File: src/sv/msnp_pkg.sv
// ----------------------------------------------------------------------------
// msnp_pkg - shared types and constants of the song-string note parser
// Result and bundle layouts, event kind codes and parse constants.
// ----------------------------------------------------------------------------
package msnp_pkg;

  typedef enum logic [1:0] {
    EV_TONE  = 2'd0,
    EV_DRUM  = 2'd1,
    EV_REST  = 2'd2,
    EV_FLUSH = 2'd3
  } event_kind_e;

  typedef struct packed {
    event_kind_e        kind;
    logic signed [8:0]  value;
    logic [7:0]         dur;
  } result_t;

  // up to two results caused by one character, r0 goes out first
  typedef struct packed {
    logic    two;
    result_t r0;
    result_t r1;
  } bundle_t;

  localparam int OctStep   = 12;
  localparam int OctLimit  = 120;
  localparam int DurMax    = 255;
  localparam int DurWhole  = 32;
  localparam int DurHalf   = 16;
  localparam int DurQuart  = 8;
  localparam int DurEighth = 4;
  localparam int DurSixt   = 2;
  localparam int DurThirty = 1;
  localparam int ToneBaseA = 49;
  localparam int ToneBaseC = 40;
  localparam int RestValue = -1;
  // floor(x / 3) == (x * 171) >> 9 for every 8-bit x
  localparam int ThirdMul  = 171;
  localparam int ThirdShr  = 9;

  localparam logic [7:0] CharSharp = "#";
  localparam logic [7:0] CharFlat  = "!";

endpackage

File: src/sv/music_string_note_parser_unit.sv
// ----------------------------------------------------------------------------
// music_string_note_parser_unit - song-string note parser
// Turns a stream of song characters into tone, drum, rest and flush beats.
// ----------------------------------------------------------------------------
//
//  channel | dir | tdata                              | tuser                  | tlast
//  --------+-----+------------------------------------+------------------------+----------
//  s_axis  | in  | [7:0] song_char, [10:8] priority   | [0] start, [1] queued  | song_end
//  m_axis  | out | [8:0] note_value, [16:9] duration  | [1:0] event_kind       | last_of_run
//
//  One character is taken every cycle while the queue has room. A character
//  gives zero, one or two beats; a bundle of two holds the output register
//  for two beats, so sustained rate is one character per cycle when each
//  gives at most one beat and the sink does not stall. An input beat is
//  written into the queue, then loaded into the output register. Reset
//  clears the parse state and the queue at once; no clearing pass. Either
//  side may stall freely: the QueueDepth-entry queue absorbs the difference.
//
module music_string_note_parser_unit
  import msnp_pkg::*;
#(
  parameter int QueueDepth = 4
) (
  input  logic        clk_i,
  input  logic        rst_ni,
  input  logic        s_axis_tvalid,
  output logic        s_axis_tready,
  input  logic [15:0] s_axis_tdata,   // [7:0] song_char, [10:8] song_priority
  input  logic [1:0]  s_axis_tuser,   // [0] song_start, [1] queue_holds_notes
  input  logic        s_axis_tlast,   // song_end
  output logic        m_axis_tvalid,
  input  logic        m_axis_tready,
  output logic [23:0] m_axis_tdata,   // [8:0] note_value, [16:9] note_duration
  output logic [1:0]  m_axis_tuser,   // [1:0] event_kind
  output logic        m_axis_tlast    // last_of_run
);

  logic    q_full;
  logic    push;
  bundle_t push_data;
  logic    pop;
  logic    head_valid;
  bundle_t head;
  result_t out_res;

  // Decode: classify the character, advance the parse state, build a bundle.
  msnp_front u_front (
    .clk_i               (clk_i),
    .rst_ni              (rst_ni),
    .in_valid_i          (s_axis_tvalid),
    .in_ready_o          (s_axis_tready),
    .song_char_i         (s_axis_tdata[7:0]),
    .song_priority_i     (s_axis_tdata[10:8]),
    .song_start_i        (s_axis_tuser[0]),
    .song_end_i          (s_axis_tlast),
    .queue_holds_notes_i (s_axis_tuser[1]),
    .q_full_i            (q_full),
    .push_o              (push),
    .push_data_o         (push_data)
  );

  // Queue: decouple decode from the output side.
  msnp_fifo #(
    .Depth (QueueDepth)
  ) u_fifo (
    .clk_i       (clk_i),
    .rst_ni      (rst_ni),
    .push_i      (push),
    .push_data_i (push_data),
    .full_o      (q_full),
    .pop_i       (pop),
    .valid_o     (head_valid),
    .head_o      (head)
  );

  // Output: serialise each bundle into beats and hold them for the sink.
  msnp_back u_back (
    .clk_i        (clk_i),
    .rst_ni       (rst_ni),
    .head_valid_i (head_valid),
    .head_i       (head),
    .pop_o        (pop),
    .out_valid_o  (m_axis_tvalid),
    .out_ready_i  (m_axis_tready),
    .out_res_o    (out_res),
    .out_last_o   (m_axis_tlast)
  );

  assign m_axis_tdata = {7'd0, out_res.dur, out_res.value};
  assign m_axis_tuser = out_res.kind;

  // A flush beat carries no note and no duration.
  assert property (@(posedge clk_i) disable iff (!rst_ni)
    m_axis_tvalid && m_axis_tuser == EV_FLUSH |-> m_axis_tdata[16:0] == 17'd0)
    else $error("flush beat with non-zero payload");

  // A rest always carries note value minus one.
  assert property (@(posedge clk_i) disable iff (!rst_ni)
    m_axis_tvalid && m_axis_tuser == EV_REST |-> m_axis_tdata[8:0] == 9'h1FF)
    else $error("rest beat with wrong note value");

  // A drum always lasts one tick.
  assert property (@(posedge clk_i) disable iff (!rst_ni)
    m_axis_tvalid && m_axis_tuser == EV_DRUM |-> m_axis_tdata[16:9] == 8'd1)
    else $error("drum beat with duration other than one");

  // The second beat of a bundle is already queued when the first is taken.
  assert property (@(posedge clk_i) disable iff (!rst_ni)
    m_axis_tvalid && m_axis_tready && !m_axis_tlast |=> m_axis_tvalid)
    else $error("second beat of a bundle missing");

endmodule

File: src/sv/msnp_front.sv
// ----------------------------------------------------------------------------
// msnp_front - character decode and running parse state
// Accepts one character a cycle while the queue has room, updates octave,
// duration, priority and pending tone, and passes its results as one bundle.
// ----------------------------------------------------------------------------
module msnp_front
  import msnp_pkg::*;
(
  input  logic        clk_i,
  input  logic        rst_ni,
  input  logic        in_valid_i,
  output logic        in_ready_o,
  input  logic [7:0]  song_char_i,
  input  logic [2:0]  song_priority_i,
  input  logic        song_start_i,
  input  logic        song_end_i,
  input  logic        queue_holds_notes_i,
  input  logic        q_full_i,
  output logic        push_o,
  output bundle_t     push_data_o
);

  typedef enum logic [3:0] {
    CC_NONE, CC_OCT_UP, CC_OCT_DN, CC_DOT, CC_THIRD,
    CC_DRUM, CC_DUR, CC_TONE, CC_REST
  } char_class_e;

  logic signed [7:0] oct_q, oct_d;
  logic [7:0]        dur_q, dur_d;
  logic [2:0]        held_q, held_d;
  logic              pend_valid_q, pend_valid_d;
  logic signed [8:0] pend_tone_q, pend_tone_d;
  logic [7:0]        pend_dur_q, pend_dur_d;

  logic              fire;
  logic [7:0]        lc;
  char_class_e       cls;
  logic [7:0]        dur_set;
  logic signed [7:0] oct_eff;
  logic [7:0]        dur_eff;
  logic              pend_eff;
  logic              flush;
  logic signed [8:0] pend_adj;
  logic signed [8:0] oct_sum;
  logic [8:0]        dot_sum;
  logic [15:0]       third_prod;
  logic [8:0]        tone_base;
  logic signed [8:0] tone_num;
  logic              a_valid, b_valid;
  result_t           res_a, res_b;

  assign in_ready_o = ~q_full_i;
  assign fire       = in_valid_i & ~q_full_i;

  always_comb begin
    lc = song_char_i;
    if (song_char_i >= "A" && song_char_i <= "Z") begin
      lc = song_char_i + 8'd32;
    end
    dur_set = 8'(DurThirty);
    cls     = CC_NONE;
    case (lc) inside
      "+":         cls = CC_OCT_UP;
      "-":         cls = CC_OCT_DN;
      ".":         cls = CC_DOT;
      "3":         cls = CC_THIRD;
      ["0":"9"]:   cls = CC_DRUM;
      "w": begin
        cls = CC_DUR; dur_set = 8'(DurWhole);
      end
      "h": begin
        cls = CC_DUR; dur_set = 8'(DurHalf);
      end
      "q": begin
        cls = CC_DUR; dur_set = 8'(DurQuart);
      end
      "i": begin
        cls = CC_DUR; dur_set = 8'(DurEighth);
      end
      "s": begin
        cls = CC_DUR; dur_set = 8'(DurSixt);
      end
      "t": begin
        cls = CC_DUR; dur_set = 8'(DurThirty);
      end
      ["a":"g"]:   cls = CC_TONE;
      "x":         cls = CC_REST;
      default:     cls = CC_NONE;
    endcase
  end

  always_comb begin
    oct_eff  = song_start_i ? 8'sd0 : oct_q;
    dur_eff  = song_start_i ? 8'd1 : dur_q;
    pend_eff = pend_valid_q & ~song_start_i;
    flush    = song_start_i & queue_holds_notes_i & (song_priority_i > held_q);

    held_d = held_q;
    if (song_start_i && (!queue_holds_notes_i || song_priority_i > held_q)) begin
      held_d = song_priority_i;
    end

    pend_adj = pend_tone_q;
    if (song_char_i == CharSharp) begin
      pend_adj = pend_tone_q + 9'sd1;
    end else if (song_char_i == CharFlat) begin
      pend_adj = pend_tone_q - 9'sd1;
    end

    tone_base = (lc <= "b") ? 9'(ToneBaseA) + 9'(lc - "a")
                            : 9'(ToneBaseC) + 9'(lc - "c");
    tone_num  = $signed(tone_base) + 9'(oct_eff);

    dot_sum    = {1'b0, dur_eff} + {2'b00, dur_eff[7:1]};
    third_prod = 16'(dur_eff) * 16'(ThirdMul);

    oct_d = oct_eff;
    dur_d = dur_eff;
    case (cls)
      CC_OCT_UP: begin
        oct_sum = 9'(oct_eff) + 9'(OctStep);
        oct_d   = (oct_sum > 9'(OctLimit)) ? 8'(OctLimit) : oct_sum[7:0];
      end
      CC_OCT_DN: begin
        oct_sum = 9'(oct_eff) - 9'(OctStep);
        oct_d   = (oct_sum < -9'(OctLimit)) ? -8'(OctLimit) : oct_sum[7:0];
      end
      CC_DOT:   dur_d = (dot_sum > 9'(DurMax)) ? 8'(DurMax) : dot_sum[7:0];
      CC_THIRD: dur_d = 8'(third_prod >> ThirdShr);
      CC_DUR:   dur_d = dur_set;
      default:  dur_d = dur_eff;
    endcase
    oct_sum = 9'(oct_eff);
    if (cls == CC_OCT_UP) begin
      oct_sum = 9'(oct_eff) + 9'(OctStep);
    end else if (cls == CC_OCT_DN) begin
      oct_sum = 9'(oct_eff) - 9'(OctStep);
    end

    // first slot: flush request or the resolved pending tone (never both)
    a_valid     = flush | pend_eff;
    res_a.kind  = flush ? EV_FLUSH : EV_TONE;
    res_a.value = flush ? 9'sd0 : pend_adj;
    res_a.dur   = flush ? 8'd0 : pend_dur_q;

    // second slot: what the character itself causes
    b_valid     = 1'b0;
    res_b.kind  = EV_TONE;
    res_b.value = tone_num;
    res_b.dur   = dur_eff;
    case (cls)
      CC_DRUM: begin
        b_valid     = 1'b1;
        res_b.kind  = EV_DRUM;
        res_b.value = 9'($signed({1'b0, lc - "0"}));
        res_b.dur   = 8'd1;
      end
      CC_TONE: b_valid = song_end_i;
      CC_REST: begin
        b_valid     = 1'b1;
        res_b.kind  = EV_REST;
        res_b.value = 9'(RestValue);
      end
      default: b_valid = 1'b0;
    endcase

    pend_valid_d = (cls == CC_TONE) & ~song_end_i;
    pend_tone_d  = tone_num;
    pend_dur_d   = dur_eff;

    push_o            = fire & (a_valid | b_valid);
    push_data_o.two   = a_valid & b_valid;
    push_data_o.r0    = a_valid ? res_a : res_b;
    push_data_o.r1    = res_b;
  end

  always_ff @(posedge clk_i or negedge rst_ni) begin
    if (!rst_ni) begin
      oct_q        <= '0;
      dur_q        <= 8'd1;
      held_q       <= '0;
      pend_valid_q <= 1'b0;
      pend_tone_q  <= '0;
      pend_dur_q   <= '0;
    end else if (fire) begin
      oct_q        <= oct_d;
      dur_q        <= dur_d;
      held_q       <= held_d;
      pend_valid_q <= pend_valid_d;
      if (pend_valid_d) begin
        pend_tone_q <= pend_tone_d;
        pend_dur_q  <= pend_dur_d;
      end
    end
  end

endmodule

File: src/sv/msnp_fifo.sv
// ----------------------------------------------------------------------------
// msnp_fifo - bundle queue between decode and output
// Holds decoded bundles so that decode and output stall on their own.
// ----------------------------------------------------------------------------
module msnp_fifo
  import msnp_pkg::*;
#(
  parameter int Depth = 4
) (
  input  logic    clk_i,
  input  logic    rst_ni,
  input  logic    push_i,
  input  bundle_t push_data_i,
  output logic    full_o,
  input  logic    pop_i,
  output logic    valid_o,
  output bundle_t head_o
);

  localparam int PtrW = $clog2(Depth);
  localparam int CntW = $clog2(Depth + 1);

  bundle_t         mem_q [Depth];
  logic [PtrW-1:0] wr_ptr_q, rd_ptr_q;
  logic [CntW-1:0] cnt_q;
  logic            do_push, do_pop;

  assign full_o  = (cnt_q == CntW'(Depth));
  assign valid_o = (cnt_q != '0);
  assign head_o  = mem_q[rd_ptr_q];
  assign do_push = push_i & ~full_o;
  assign do_pop  = pop_i & valid_o;

  always_ff @(posedge clk_i) begin
    if (do_push) begin
      mem_q[wr_ptr_q] <= push_data_i;
    end
  end

  always_ff @(posedge clk_i or negedge rst_ni) begin
    if (!rst_ni) begin
      wr_ptr_q <= '0;
      rd_ptr_q <= '0;
      cnt_q    <= '0;
    end else begin
      if (do_push) begin
        wr_ptr_q <= (wr_ptr_q == PtrW'(Depth - 1)) ? '0 : wr_ptr_q + 1'b1;
      end
      if (do_pop) begin
        rd_ptr_q <= (rd_ptr_q == PtrW'(Depth - 1)) ? '0 : rd_ptr_q + 1'b1;
      end
      if (do_push && !do_pop) begin
        cnt_q <= cnt_q + 1'b1;
      end else if (!do_push && do_pop) begin
        cnt_q <= cnt_q - 1'b1;
      end
    end
  end

endmodule

File: src/sv/msnp_back.sv
// ----------------------------------------------------------------------------
// msnp_back - result serialiser and output register
// Splits each bundle into one or two beats and holds them for the sink.
// ----------------------------------------------------------------------------
module msnp_back
  import msnp_pkg::*;
(
  input  logic        clk_i,
  input  logic        rst_ni,
  input  logic        head_valid_i,
  input  bundle_t     head_i,
  output logic        pop_o,
  output logic        out_valid_o,
  input  logic        out_ready_i,
  output result_t     out_res_o,
  output logic        out_last_o
);

  logic    valid_q, valid_d;
  logic    sel_q, sel_d;
  logic    last_q, last_d;
  result_t res_q, res_d;
  logic    load;

  always_comb begin
    load    = (~valid_q | out_ready_i) & head_valid_i;
    valid_d = valid_q & ~out_ready_i;
    sel_d   = sel_q;
    last_d  = last_q;
    res_d   = res_q;
    pop_o   = 1'b0;
    if (load) begin
      valid_d = 1'b1;
      res_d   = sel_q ? head_i.r1 : head_i.r0;
      last_d  = ~head_i.two | sel_q;
      pop_o   = last_d;
      sel_d   = ~last_d;
    end
  end

  always_ff @(posedge clk_i or negedge rst_ni) begin
    if (!rst_ni) begin
      valid_q <= 1'b0;
      sel_q   <= 1'b0;
    end else begin
      valid_q <= valid_d;
      sel_q   <= sel_d;
    end
  end

  always_ff @(posedge clk_i) begin
    res_q  <= res_d;
    last_q <= last_d;
  end

  assign out_valid_o = valid_q;
  assign out_res_o   = res_q;
  assign out_last_o  = last_q;

endmodule
File: config.mk
export PLATFORM = sky130hd
export DESIGN_NAME = music_string_note_parser_unit
export DESIGN_NICKNAME = d
export VERILOG_FILES = /design/src/sv/msnp_pkg.sv /design/src/sv/music_string_note_parser_unit.sv /design/src/sv/msnp_front.sv /design/src/sv/msnp_fifo.sv /design/src/sv/msnp_back.sv
export SDC_FILE = /design/constraint.sdc
export NUM_CORES = 1
export LEC_CHECK = 0
export BUFFER_PORTS_ARGS = -buffer_cell sky130_fd_sc_hd__buf_2
export CAP_MARGIN = 20
export CORE_UTILIZATION = 40
export CTS_BUF_LIST = sky130_fd_sc_hd__clkbuf_8 sky130_fd_sc_hd__clkbuf_16
export DETAILED_ROUTE_END_ITERATION = 16
export SLEW_MARGIN = 15
export SYNTH_ARGS = -nofsm -noshare
export SYNTH_HDL_FRONTEND = slang
export SYNTH_SLANG_ARGS = --single-unit
File: constraint.sdc
create_clock -name clk_i -period 12.8 [get_ports clk_i]
set_clock_uncertainty 0.15 [all_clocks]
set_input_delay 1.28 -clock clk_i [delete_from_list [all_inputs] [get_ports clk_i]]
set_output_delay 1.28 -clock clk_i [all_outputs]
set_load 0.02 [all_outputs]
==> impl_metrics.tcl <==
set metrics [dict create \
    worstSetupPathType "in2reg" \
    cts-resized-gates 0 \
    fin_tns_setup_ns 0 \
    nFillCells 2812 \
    synth_edf_count 176 \
    htree_levels 1 \
    setup_viol 0 \
    io_pins 52 \
    multi_input_area_um2 5490 \
    drc 0 \
    grt_use_total_pct 17.0 \
    die_h_um 178 \
    first_pass_iters 5 \
    gp_congestion 0.871 \
    fmax_ghz 0.143 \
    avgSynthCellArea_um2 12.9 \
    cap_violations 0 \
    cts_tree "yes" \
    fin_util_pct 44.8 \
    yosysWarnings 0 \
    reg2reg_slack_ns 7.72 \
    ant_nets 0 \
    hold_violations 0 \
    cp_data_arrival_time_ns 7.20 \
    initial_core_util_pct 40.6 \
    post-route-min-period_ns 7.01 \
    vias_per_cell 5.45 \
    p_leak_nw 5.41 \
    cts_root_buffer "clkbuf_16" \
    fp.dieW_um 178 \
    hold_class "reg2reg" \
    peakVddDrop_uv 77.9 \
    slowest_stage "o32ai_2" \
    cts.sinks 222 \
    portBuffers 39 \
    rsz0062_at_grt "false" \
    cp_slowest_stage_delay_ns 0.70 \
    grt_max_degree 47 \
    yosys_most_used_dff "edfxtp_1" \
    drtIter0Drc 575 \
    dieArea_um2 31700 \
    critPathLaunchType "input port" \
    clock_latency_ns 0.51 \
    timing.rr.start "u_front.dur_q[3]" \
    max-slew-margin-rel_pct 28.3 \
    critPathMaxFanout 19 \
    power_density_nw_per_um2 166 \
    min_period_over_period_pct 54.7 \
    path_cells "buf_2, nand2b_1, o32ai_2, nand3_1, xnor2_1, inv_1, ha_1, nand2_1, a21oi_1, a211oi_1, a31o_2, mux2_2, fa_1, a211oi_1, o21ai_0, a21o_1, a21oi_1, xor3_1, o21ai_0, a22o_1" \
    yosysMostFrequentCell "edfxtp_1" \
    path_clk_slew_ns 0.06 \
    design.core.area_um2 30500 \
    synthTopCellsByArea "edfxtp_1 (43%), dfrtp_1 (9.1%), ha_1 (7.7%)" \
    cts_buffer_depth 3 \
    crit_end "u_fifo.mem_q[3][35]" \
    synth_common_cells "edfxtp_1 (176), ha_1 (76), inv_1 (70), nor2_1 (62), nand2_1 (56)" \
    insertedDiodeCount 0 \
    antenna_found_initial 0 \
    end_kind "flip-flop" \
    place_hpwl_um 17300 \
    grt-ovfl-total 0 \
    synth.distinct_cells 83 \
    drive_gt1_share_pct 17.9 \
    holdPathStages 1 \
    routed_wirelength_um 25900 \
    regArea_um2 6440 \
    r2r_cells 15 \
    fin_nets 1111 \
    required_ns 12.99 \
    via_count 7681 \
    wl_per_cell_um 18.4 \
    grt_pass1_vias 7674 \
    async_flop_share_pct 20.7 \
    synth-seq-area-share_pct 52.0 \
    row_count 64 \
    yosysTopAreaCell "edfxtp_1" \
    synth_area_um2 12400 \
    maxSlewViolCount 0 \
    netlist_instances 962 \
    startpoint "s_axis_tdata[2]" \
    post_cts_buffers 0 \
    synth_top_area_share_pct 42.7 \
    worst_slew_pin_slew_ns 1.08 \
    cts_buffers 23 \
    grt_first_pass_wirelength_um 41700 \
    r2r-end "u_front.dur_q[6]" \
    ys_seq_elements 222 \
    syn_to_final_growth_pct 10.3 \
    status "finished clean" \
    hold_buffers 0 \
]
per-stage QoR:
step	hold slack (ns)	setup slack (ns)	area (um2)	power, mW	std cells
finish	0.336	5.79	13700	2.26	1410
global route	0.352	5.45	13700	2.39	1410
CTS	0.339	5.88	13600	2.29	1409
detailed placement	0.322	5.40	13000	1.68	1367
global placement	0.314	5.52	13000	1.67	1367
floorplan	0.304	6.67	12400	1.49	968
placed cells by master, fill, tap and decap left out, drive strengths merged, types with 6 or more instances in the layout:
cell	n
nand4	7
nand2	56
fa	15
nor2	63
buf	49
nor2b	14
a211oi	6
mux2	43
mux4	39
xnor2	23
nand3	14
o211ai	7
a31oi	11
o21ai	37
inv	77
nand2b	16
clkbuf	23
nor3	12
conb	7
a22o	9
clkinv	12
or3	7
edfxtp	176
ha	76
a21o	9
dfrtp	45
or2	6
a21oi	37
o31ai	9
xor2	13
and2	13
per-layer routing:
metal	share of wire [%]	track usage [%]	vias up
met1	48	24.2	3821
met4	2.0	4.74	0
met5	0	0	-
met3	3.9	2.06	28
met2	46	27.2	166
li1	-	-	3666
final cells by class:
cell class,instances,area share [%]
repair buffers,49,2.07
clock buffers,23,4.21
well taps,396,3.63
inverters,71,1.95
multi-input cells,630,40.2
clock inverters,19,0.797
flip-flops and latches,222,47.1
critical path: cells and delay by family:
| kind | cells | cell delay [ns] |
|---|---|---|
| buf+inv | 2 | 0.37 |
| fa+ha+maj | 2 | 0.75 |
| simple gates | 3 | 0.64 |
| compound gates | 10 | 2.99 |
| mux | 1 | 0.39 |
| xor+xnor | 2 | 0.77 |
where the power goes:
| group | internal, mW | switching, mW | leakage [nW] |
|---|---|---|---|
| Combinational | 0.305 | 0.395 | 2.84 |
| Sequential | 0.914 | 0.0395 | 2.21 |
| Clock | 0.346 | 0.263 | 0.359 |
| Total | 1.56 | 0.697 | 5.41 |
worst min path at each step:
stage | start | endpoint | slack [ns]
6_report | u_front.pend_dur_q[5] | u_front.pend_dur_q[5] | 0.34
5_1_grt | u_front.pend_dur_q[5] | u_front.pend_dur_q[5] | 0.35
4_1_cts | u_front.pend_dur_q[5] | u_front.pend_dur_q[5] | 0.34
3_5_place_dp | u_front.pend_dur_q[2] | u_front.pend_dur_q[2] | 0.32
3_3_place_gp | u_front.pend_dur_q[2] | u_front.pend_dur_q[2] | 0.31
2_1_floorplan | u_front.pend_dur_q[1] | u_front.pend_dur_q[1] | 0.30
state kept, by name (all words and copies together) (netlist names), 3 cells and up:
| name | cells |
|---|---|
| u_back.out_res_o | 19 |
| u_front.held_q | 3 |
| u_front.pend_dur_q | 8 |
| u_front.oct_q | 8 |
| u_front.pend_tone_q | 9 |
| u_fifo.cnt_q | 3 |
| u_fifo.mem_q | 156 |
| u_front.dur_q | 8 |
logic make-up after synthesis:
group | count (synthesis) | share of synthesized area, %
xor gates and xnor gates | 37 | 2.74
other | 1 | 0.0303
and+or+nand+nor | 231 | 9.73
DFF | 222 | 52.0
buffers and inverters | 116 | 3.90
AOI/OAI and AO/OA | 177 | 10.1
adders and majority gates | 91 | 10.1
muxes | 87 | 11.4
Note: power is estimated with default switching activity, not from simulation.
